===== src/socket_open_retry_fsm_core_defines.svh =====
// Assertion macros shared by the socket open retry sequencer RTL.
// No dependencies; included by the files that carry concurrent assertions.
`ifndef SOCKET_OPEN_RETRY_FSM_CORE_DEFINES_SVH
`define SOCKET_OPEN_RETRY_FSM_CORE_DEFINES_SVH
`ifndef ASSERT_OFF
// Same-cycle implication.
`define SORF_ASSERT_IMPL(label, clk, rst, pre, post) \
   label: assert property (@(posedge clk) disable iff (rst) (pre) |-> (post)) \
      else $error("same-cycle implication violated");
// Next-cycle implication.
`define SORF_ASSERT_NEXT(label, clk, rst, pre, post) \
   label: assert property (@(posedge clk) disable iff (rst) (pre) |=> (post)) \
      else $error("next-cycle implication violated");
`else
`define SORF_ASSERT_IMPL(label, clk, rst, pre, post)
`define SORF_ASSERT_NEXT(label, clk, rst, pre, post)
`endif
`endif


===== src/sorf_pkg.sv =====
// Types, codes and helpers for the socket open retry sequencer.
// No dependencies; imported by every module of the block.
package sorf_pkg;

   localparam int CntWidth = 8;

   localparam logic [CntWidth-1:0] CloseWaitReset    = 8'd30;
   localparam logic [CntWidth-1:0] PollIntervalReset = 8'd5;
   localparam logic [CntWidth-1:0] PollCountReset    = 8'd6;
   localparam logic [CntWidth-1:0] OpenAttemptsReset = 8'd3;

   // Register indexes on the configuration port.
   typedef enum logic [1:0] {
      REG_CLOSE_WAIT    = 2'd0,
      REG_POLL_INTERVAL = 2'd1,
      REG_POLL_COUNT    = 2'd2,
      REG_OPEN_ATTEMPTS = 2'd3
   } reg_index_type;

   typedef enum logic [2:0] {
      ACT_NONE    = 3'd0,
      ACT_CLOSE   = 3'd1,
      ACT_WAIT    = 3'd2,
      ACT_OPEN    = 3'd3,
      ACT_EVAL    = 3'd4,
      ACT_OFF     = 3'd5,
      ACT_STANDBY = 3'd6,
      ACT_RELOAD  = 3'd7
   } action_type;

   typedef enum logic [2:0] {
      S_CLOSE       = 3'd0,
      S_CLOSE_WAIT  = 3'd1,
      S_CLOSE_CHECK = 3'd2,
      S_OPEN        = 3'd3,
      S_POLL        = 3'd4,
      S_CHECK       = 3'd5,
      S_NEXT_POLL   = 3'd6,
      S_RETRY       = 3'd7
   } state_type;

   typedef enum logic [1:0] {
      RC_NONE      = 2'd0,
      RC_CONNECTED = 2'd1,
      RC_ERROR     = 2'd2
   } resp_code_type;

   typedef enum logic [1:0] {
      SU_NONE   = 2'd0,
      SU_OPEN   = 2'd1,
      SU_CLOSED = 2'd2
   } sock_upd_type;

   typedef struct packed {
      logic [CntWidth-1:0] close_wait;
      logic [CntWidth-1:0] poll_interval;
      logic [CntWidth-1:0] poll_count;
      logic [CntWidth-1:0] open_attempts;
   } cfg_type;

   typedef struct packed {
      logic reload_pending;
      logic error_seen;
      logic connect_seen;
      logic response_was_error;
      logic socket_is_open;
   } item_type;

   typedef struct packed {
      sock_upd_type  socket_update;
      resp_code_type response_code;
      state_type     next_substate;
      action_type    action;
   } result_type;

   function automatic logic [CntWidth-1:0] dec_sat(input logic [CntWidth-1:0] v);
      return (v == '0) ? '0 : v - 1'b1;
   endfunction

endpackage


===== src/sorf_csr.sv =====
// Configuration register file of the socket open retry sequencer (APB-style).
// Depends on sorf_pkg for register indexes, reset values and cfg_type.
module sorf_csr (
   input  logic                 clock,
   input  logic                 reset,
   input  logic                 psel,
   input  logic                 penable,
   input  logic                 pwrite,
   input  logic [3:0]           paddr,
   input  logic [31:0]          pwdata,
   output logic [31:0]          prdata,
   output logic                 pready,
   output sorf_pkg::cfg_type    cfg
);
   import sorf_pkg::*;

   cfg_type       cfg_ff;
   cfg_type       cfg_in;
   reg_index_type index;
   logic          wr_en;

   assign pready = 1'b1;
   assign index  = reg_index_type'(paddr[3:2]);
   assign wr_en  = psel & penable & pwrite & pready;
   assign cfg    = cfg_ff;

   always_comb begin
      cfg_in = cfg_ff;
      if (wr_en) begin
         unique case (index)
            REG_CLOSE_WAIT:    cfg_in.close_wait    = pwdata[CntWidth-1:0];
            REG_POLL_INTERVAL: cfg_in.poll_interval = pwdata[CntWidth-1:0];
            REG_POLL_COUNT:    cfg_in.poll_count    = pwdata[CntWidth-1:0];
            REG_OPEN_ATTEMPTS: cfg_in.open_attempts = pwdata[CntWidth-1:0];
            default:           cfg_in = cfg_ff;
         endcase
      end
   end

   always_comb begin
      prdata = '0;
      unique case (index)
         REG_CLOSE_WAIT:    prdata[CntWidth-1:0] = cfg_ff.close_wait;
         REG_POLL_INTERVAL: prdata[CntWidth-1:0] = cfg_ff.poll_interval;
         REG_POLL_COUNT:    prdata[CntWidth-1:0] = cfg_ff.poll_count;
         REG_OPEN_ATTEMPTS: prdata[CntWidth-1:0] = cfg_ff.open_attempts;
         default:           prdata = '0;
      endcase
   end

   always_ff @(posedge clock) begin
      if (reset) begin
         cfg_ff.close_wait    <= CloseWaitReset;
         cfg_ff.poll_interval <= PollIntervalReset;
         cfg_ff.poll_count    <= PollCountReset;
         cfg_ff.open_attempts <= OpenAttemptsReset;
      end else begin
         cfg_ff <= cfg_in;
      end
   end

endmodule


===== src/sorf_step.sv =====
// Sequencer state machine and its counters; computes one step per enable.
// Depends on sorf_pkg for the state, action and result types.
module sorf_step (
   input  logic                  clock,
   input  logic                  reset,
   input  logic                  step_en,
   input  sorf_pkg::item_type    item,
   input  sorf_pkg::cfg_type     cfg,
   output sorf_pkg::result_type  result
);
   import sorf_pkg::*;

   state_type           state_ff, state_in;
   logic [CntWidth-1:0] countdown_ff, countdown_in;
   logic [CntWidth-1:0] polls_ff, polls_in;
   logic [CntWidth-1:0] attempts_ff, attempts_in;
   action_type          action;
   resp_code_type       rcode;
   sock_upd_type        supd;

   always_ff @(posedge clock) begin
      if (reset) begin
         state_ff     <= S_CLOSE;
         countdown_ff <= '0;
         polls_ff     <= '0;
         attempts_ff  <= '0;
      end else if (step_en) begin
         state_ff     <= state_in;
         countdown_ff <= countdown_in;
         polls_ff     <= polls_in;
         attempts_ff  <= attempts_in;
      end
   end

   always_comb begin
      state_in     = state_ff;
      countdown_in = countdown_ff;
      polls_in     = polls_ff;
      attempts_in  = attempts_ff;
      action       = ACT_NONE;
      rcode        = RC_NONE;
      supd         = SU_NONE;
      if (item.reload_pending) begin
         action   = ACT_RELOAD;
         state_in = S_CLOSE;
      end else begin
         unique case (state_ff)
            S_CLOSE: begin
               action       = ACT_CLOSE;
               countdown_in = cfg.close_wait;
               state_in     = S_CLOSE_WAIT;
            end
            S_CLOSE_WAIT: begin
               if (item.socket_is_open) begin
                  // With the countdown already spent no second is waited.
                  if (countdown_ff != '0) begin
                     countdown_in = countdown_ff - 1'b1;
                     action       = ACT_WAIT;
                  end
                  state_in = S_CLOSE_CHECK;
               end else begin
                  attempts_in = cfg.open_attempts;
                  state_in    = S_OPEN;
               end
            end
            S_CLOSE_CHECK: begin
               if (countdown_ff != '0) begin
                  state_in = S_CLOSE_WAIT;
               end else begin
                  action   = ACT_OFF;
                  state_in = S_CLOSE;
               end
            end
            S_OPEN: begin
               action       = ACT_OPEN;
               countdown_in = cfg.poll_interval;
               polls_in     = cfg.poll_count;
               state_in     = S_POLL;
            end
            S_POLL: begin
               if (item.socket_is_open) begin
                  action   = ACT_STANDBY;
                  state_in = S_CLOSE;
               end else if (countdown_ff != '0) begin
                  countdown_in = countdown_ff - 1'b1;
                  action       = ACT_WAIT;
               end else begin
                  action   = ACT_EVAL;
                  state_in = S_CHECK;
                  // ERROR text takes precedence over CONNECT text.
                  if (item.error_seen) begin
                     rcode = RC_ERROR;
                     supd  = SU_CLOSED;
                  end else if (item.connect_seen) begin
                     rcode = RC_CONNECTED;
                     supd  = SU_OPEN;
                  end
               end
            end
            S_CHECK: begin
               if (item.socket_is_open) begin
                  action   = ACT_STANDBY;
                  state_in = S_CLOSE;
               end else if (item.response_was_error) begin
                  attempts_in = dec_sat(attempts_ff);
                  state_in    = S_RETRY;
               end else begin
                  polls_in = dec_sat(polls_ff);
                  state_in = S_NEXT_POLL;
               end
            end
            S_NEXT_POLL: begin
               if (polls_ff != '0) begin
                  countdown_in = cfg.poll_interval;
                  state_in     = S_POLL;
               end else begin
                  attempts_in = dec_sat(attempts_ff);
                  state_in    = S_RETRY;
               end
            end
            S_RETRY: begin
               if (attempts_ff != '0) begin
                  state_in = S_OPEN;
               end else begin
                  action   = ACT_OFF;
                  state_in = S_CLOSE;
               end
            end
            default: begin
               state_in = S_CLOSE;
            end
         endcase
      end
   end

   always_comb begin
      result.action        = action;
      result.next_substate = state_in;
      result.response_code = rcode;
      result.socket_update = supd;
   end

endmodule


===== src/socket_open_retry_fsm_core.sv =====
// Top level of the socket open retry sequencer: stream channels, input and
// result registers. Depends on sorf_pkg, sorf_csr, sorf_step and the defines header.
//
// Usage: each transfer on the req_ channel is one step of a modem socket-opening
// sequence, carrying the current status flags. Every step produces exactly one
// transfer on the rsp_ channel with the action to take, the substate after the
// step and, for an evaluate action, the decoded modem response and socket update.
// An accepted request lands in the input register; when the step advances, the
// step logic writes the result register, from which the response is valid,
// while it updates the sequencer state. While the receiver takes each result,
// one request is accepted every cycle, so sustained throughput is one step per
// cycle; the sequencer state in sorf_step updates once per step.
// When the receiver stalls, the result register holds its transfer; the input
// register can still take one more request, after which req_tready drops until
// the result is taken. Synchronous reset clears the substate and all counters
// to zero, empties both registers and loads the configuration registers with
// their defaults (30, 5, 6, 3). The user must write configuration through the
// csr_ port only while no step is in flight; the block itself does not enforce this.
`include "socket_open_retry_fsm_core_defines.svh"
module socket_open_retry_fsm_core (
   input  logic        clock,
   input  logic        reset,
   // Request channel.
   input  logic        req_tvalid,
   output logic        req_tready,
   // [0] socket_is_open, [1] response_was_error, [2] connect_seen,
   // [3] error_seen, [4] reload_pending, [7:5] zero
   input  logic [7:0]  req_tdata,
   // Result channel.
   output logic        rsp_tvalid,
   input  logic        rsp_tready,
   // [2:0] action, [5:3] next_substate, [7:6] response_code,
   // [9:8] socket_update, [15:10] zero
   output logic [15:0] rsp_tdata,
   // Configuration port.
   input  logic        csr_psel,
   input  logic        csr_penable,
   input  logic        csr_pwrite,
   input  logic [3:0]  csr_paddr,
   input  logic [31:0] csr_pwdata,
   output logic [31:0] csr_prdata,
   output logic        csr_pready
);
   import sorf_pkg::*;

   cfg_type    cfg;
   item_type   in_ff, in_in;
   logic       in_valid_ff, in_valid_in;
   result_type out_ff, step_result;
   logic       out_valid_ff, out_valid_in;
   logic       req_take;
   logic       advance;

   // A step advances whenever the input register holds an item and the result
   // register is empty or its transfer completes this cycle.
   assign advance    = in_valid_ff & (~out_valid_ff | rsp_tready);
   assign req_tready = ~in_valid_ff | advance;
   assign req_take   = req_tvalid & req_tready;

   always_comb begin
      in_in.socket_is_open     = req_tdata[0];
      in_in.response_was_error = req_tdata[1];
      in_in.connect_seen       = req_tdata[2];
      in_in.error_seen         = req_tdata[3];
      in_in.reload_pending     = req_tdata[4];
      in_valid_in              = req_take | (in_valid_ff & ~advance);
      out_valid_in             = advance | (out_valid_ff & ~rsp_tready);
   end

   sorf_csr u_csr (
      .clock   (clock),
      .reset   (reset),
      .psel    (csr_psel),
      .penable (csr_penable),
      .pwrite  (csr_pwrite),
      .paddr   (csr_paddr),
      .pwdata  (csr_pwdata),
      .prdata  (csr_prdata),
      .pready  (csr_pready),
      .cfg     (cfg)
   );

   sorf_step u_step (
      .clock   (clock),
      .reset   (reset),
      .step_en (advance),
      .item    (in_ff),
      .cfg     (cfg),
      .result  (step_result)
   );

   always_ff @(posedge clock) begin
      if (reset) begin
         in_valid_ff  <= 1'b0;
         out_valid_ff <= 1'b0;
      end else begin
         in_valid_ff  <= in_valid_in;
         out_valid_ff <= out_valid_in;
      end
   end

   // Payload registers load only on their own transfers.
   always_ff @(posedge clock) begin
      if (req_take) begin
         in_ff <= in_in;
      end
      if (advance) begin
         out_ff <= step_result;
      end
   end

   assign rsp_tvalid = out_valid_ff;
   assign rsp_tdata  = {6'd0, out_ff.socket_update, out_ff.response_code,
                        out_ff.next_substate, out_ff.action};

   // A step that advances always leaves a result waiting.
   `SORF_ASSERT_NEXT(a_advance_fills, clock, reset, advance, out_valid_ff)
   // Only an evaluate step carries a response code or a socket update.
   `SORF_ASSERT_IMPL(a_eval_only_codes, clock, reset,
                     out_valid_ff && (out_ff.action != ACT_EVAL),
                     (out_ff.response_code == RC_NONE) && (out_ff.socket_update == SU_NONE))
   // A reload request aborts the sequence back to the first substate.
   `SORF_ASSERT_NEXT(a_reload_abort, clock, reset, advance && in_ff.reload_pending,
                     (out_ff.action == ACT_RELOAD) && (out_ff.next_substate == S_CLOSE))

endmodule

===== config.mk =====
export PLATFORM = sky130hd
export DESIGN_NAME = socket_open_retry_fsm_core
export DESIGN_NICKNAME = d
export VERILOG_FILES = /design/src/sorf_pkg.sv /design/src/sorf_csr.sv /design/src/sorf_step.sv /design/src/socket_open_retry_fsm_core.sv
export VERILOG_INCLUDE_DIRS = /design/src /design/src/src
export SDC_FILE = /design/constraint.sdc
export NUM_CORES = 1
export LEC_CHECK = 0
export BUFFER_PORTS_ARGS = -buffer_cell sky130_fd_sc_hd__buf_2
export CORE_MARGIN = 4
export CORE_UTILIZATION = 54
export CTS_CLUSTER_SIZE = 25
export DETAILED_ROUTE_END_ITERATION = 10
export PLACE_DENSITY = 0.9
export SKIP_CTS_REPAIR_TIMING = 1
export SLEW_MARGIN = 30
export SYNTH_ARGS = -nofsm -noshare
export SYNTH_HDL_FRONTEND = slang
export SYNTH_SLANG_ARGS = --single-unit

===== constraint.sdc =====
create_clock -name clock -period 2.2 [get_ports clock]
set_input_delay 0 -clock clock [delete_from_list [all_inputs] [get_ports clock]]
set_output_delay 0 -clock clock [all_outputs]
set_load 0.1 [all_outputs]

==> impl_metrics.py <==
metrics = {
    "global_routing": {
        "grt_pass1_wl_mm": 15.9,
        "grt_start_max_net_pins": 33,
        "grt_pass1_vias": 3335,
        "track_usage_pct": 22.4,
        "antenna_found_initial": 0,
        "globalRouteOverflowTotal": 0,
    },
    "drt": {
        "via_count": 3738,
        "via_per_inst": 5.97,
        "first_pass_iters": 5,
        "routed_wl_mm": 10.4,
        "drtIter0Drc": 335,
        "drc": 0,
        "antenna_left": 0,
        "routedWlPerCell_um": 16.6,
    },
    "layout": {
        "final_common_cell": "nor2_1",
        "area_growth_pct": 13.8,
        "nets": 578,
        "final_cell_mix": "nor2_1 (63), dfxtp_1 (60), buf_2 (41), a21oi_1 (35), conb_1 (31)",
        "antennaDiodeCount": 0,
        "n_fill_cell": 591,
        "finalNonFillerCells": 626,
        "layout-drive-gt1-share_pct": 18.0,
    },
    "critical_path": {
        "cp-start-kind": "flop",
        "cpMaxStageDelayCell": "dfxtp_1",
        "critical_path.max_fanout": 14,
        "cp_data_required_time_ps": 2490,
        "worstPathCellList": "nor2b_1 -> nand4_1 -> a311oi_1 -> mux2i_1 -> nor2_1",
        "ff2ff_path_depth": 5,
        "critPathMaxStageDelay_ps": 620,
        "worstSetupPathType": "flop to flop",
        "arrival_ps": 2470,
        "worstSetupEndpointType": "flop",
    },
    "sta": {
        "fmax_mhz": 459,
        "tightest_slew_ps": 609,
        "period_needed_ps": 2180,
        "hold_viol_final": 0,
        "skew_ps": 7.20,
        "period_share_pct": 98.9,
        "slew_viol_final": 0,
        "relSlewSlack_pct": 59.1,
        "finalSetupViolations": 0,
        "fin_ws_ps": 23.5,
    },
    "clock_network": {
        "clockBufferDepth": 2,
        "tritoncts": "yes",
        "h-tree-depth": 3,
        "clock_sinks": 74,
        "clk_pin_slew_ps": 80,
        "clkLatencyLatePin_ps": 360,
        "cts_made_buffers": 9,
        "cts-root-buf": "clkbuf_8",
    },
    "die": {
        "pin_count": 102,
        "core_sq_mm": 0.00737,
        "die_x_um": 95.9,
        "die-area_sq_mm": 0.00919,
        "die_y_um": 95.9,
        "core.rowCount": 31,
        "start_util_pct": 56.6,
    },
    "synth": {
        "avgSynthCellArea_sq_um": 8.89,
        "ys_ff_latch": 74,
        "synth_edf_count": 13,
        "synthCells": 469,
        "synth.top_cell.area_share_pct": 29.3,
        "syn-cell-area_sq_mm": 0.00417,
        "synth.distinct_cells": 56,
        "ys.flop_type": "dfxtp_1",
        "synth-seq-area-share_pct": 38.7,
        "synth.top_cells.by_area": "dfxtp_1 (29%), edfxtp_1 (9.4%), mux2i_1 (6.2%)",
        "yosysTopAreaCell": "dfxtp_1",
        "yosysWarnings": 0,
        "async_reset_ff_share_pct": 0,
    },
    "pwr": {
        "power.density_mw_per_mm2": 682,
        "clkPwrFrac_pct": 35.9,
        "finalPower_mw": 3.24,
        "p_sw_mw": 1.06,
        "p_int_mw": 2.18,
        "max-vdd-ir-drop_mv": 0.424,
        "seqPwrFrac_pct": 44.5,
        "p_leak_nw": 1.91,
        "combPwrFrac_pct": 19.7,
        "switching_share_pct": 32.7,
    },
    "job": {
        "drv_cap": 0,
    },
    "placement": {
        "io_buffers": 41,
        "place.gp.congestion": 0.888,
        "detailed_place_hpwl_mm": 7.07,
        "place_ws_ps": 185,
        "post-place-cells": 595,
    },
    "worst_hold_path": {
        "hp-class": "input pin to flop",
        "holdPathStages": 2,
    },
    "status": {
        "status": "completed",
    },
}
final timing paths:
| check | from | to | slack (ps) |
|---|---|---|---|
| hold reg to reg | u_csr.cfg[26] | u_step.countdown_ff[2] | 500 |
| hold / removal | reset | in_valid_ff | 140 |
| setup / recovery | u_step.state_ff[1] | u_step.state_ff[1] | 20 |
| setup reg to reg | u_step.state_ff[1] | u_step.state_ff[1] | 20 |
per-stage QoR:
stage / instance area [sq um] / util, % / hold WS [ps] / setup TNS [ps]
after global routing: 4750 / 64.4 / 177 / -496
after global placement: 4370 / 59.4 / 177 / 0
after floorplan: 4280 / - / 98.9 / 0
after detailed placement: 4370 / 59.4 / 178 / 0
after CTS: 4590 / 62.3 / -194 / 0
final: 4750 / 64.4 / 144 / 0
synthesized netlist by cell type, types with 2 or more instances:
cell / instances
or4_4: 3
nor3b_1: 4
buf_4: 33
nand2_1: 26
o21ai_0: 18
nor4_1: 4
nor2_1: 63
or2_2: 2
nor2b_1: 11
xor2_1: 3
nor3_1: 9
ha_1: 5
a311oi_1: 5
mux2i_1: 26
o2111ai_1: 2
a21o_1: 8
o211ai_1: 8
nand2b_1: 5
and2_1: 2
conb_1: 2
xnor2_1: 3
and4_1: 3
a211oi_1: 12
a21oi_1: 35
inv_1: 17
or3_1: 2
nand3_1: 6
buf_2: 6
mux4_2: 8
nand4_1: 4
dfxtp_1: 61
edfxtp_1: 13
buf_1: 3
nand3b_1: 3
a211o_1: 12
a221oi_1: 3
clkbuf_1: 16
nor4b_1: 2
and3_1: 3
nor4_2: 2
cells by family (layout without fill, tap and decap cells):
group           Yosys count  count (layout)  synth area share [%]
xor+xnor                  6               6                  1.26
fa+ha+maj                 5               5                  1.50
simple gates            159             159                  19.5
flops                    74              74                  38.7
compound gates          113             113                  18.2
other cells               2              31                 0.180
mux                      35              35                  10.8
buf+inv                  75             104                  9.90
critical path, delay by kind of cell (launching register included):
kind             cells  cell delay, ps
multiplexers         1             140
flip-flops           1             620
AO/OA/AOI/OAI        1             490
AND/OR/NAND/NOR      3             860
registers in the layout, indices dropped and copies added, names as in the netlist:
signal	flops
in_ff	5
rsp_tdata	8
u_csr.cfg	32
in_valid_ff	1
rsp_tvalid	1
u_step.state_ff	3
u_step.polls_ff	8
u_step.countdown_ff	8
u_step.attempts_ff	8
area by class of cell:
| type | count | area, sq um | share of cell area (%) |
|---|---|---|---|
| Multi-Input combinational cell | 349 | 2260 | 47.6 |
| Sequential cell | 74 | 1610 | 34.0 |
| Timing Repair Buffer | 71 | 468 | 9.86 |
| Clock buffer | 9 | 124 | 2.61 |
| Tap cell | 99 | 124 | 2.61 |
| Clock inverter | 7 | 93.8 | 1.98 |
| Inverter | 17 | 63.8 | 1.34 |
routing by layer:
metal,track usage (%),share of wire (%),up-vias
li1,-,-,1745
met1,27.4,41,1757
met2,37.1,47,211
met3,4.22,8.7,25
met4,12.4,3.0,0
met5,0,0,-
power by group through the flow:
stage	Clock, mW	Combinational (mW)	Sequential, mW
2_1_floorplan	0	0.523	1.50
3_3_place_gp	0	0.594	1.47
3_5_place_dp	0	0.605	1.47
4_1_cts	1.17	0.607	1.44
5_1_grt	1.22	0.667	1.44
6_report	1.16	0.636	1.44
Note: power is estimated with default switching activity, not from simulation.
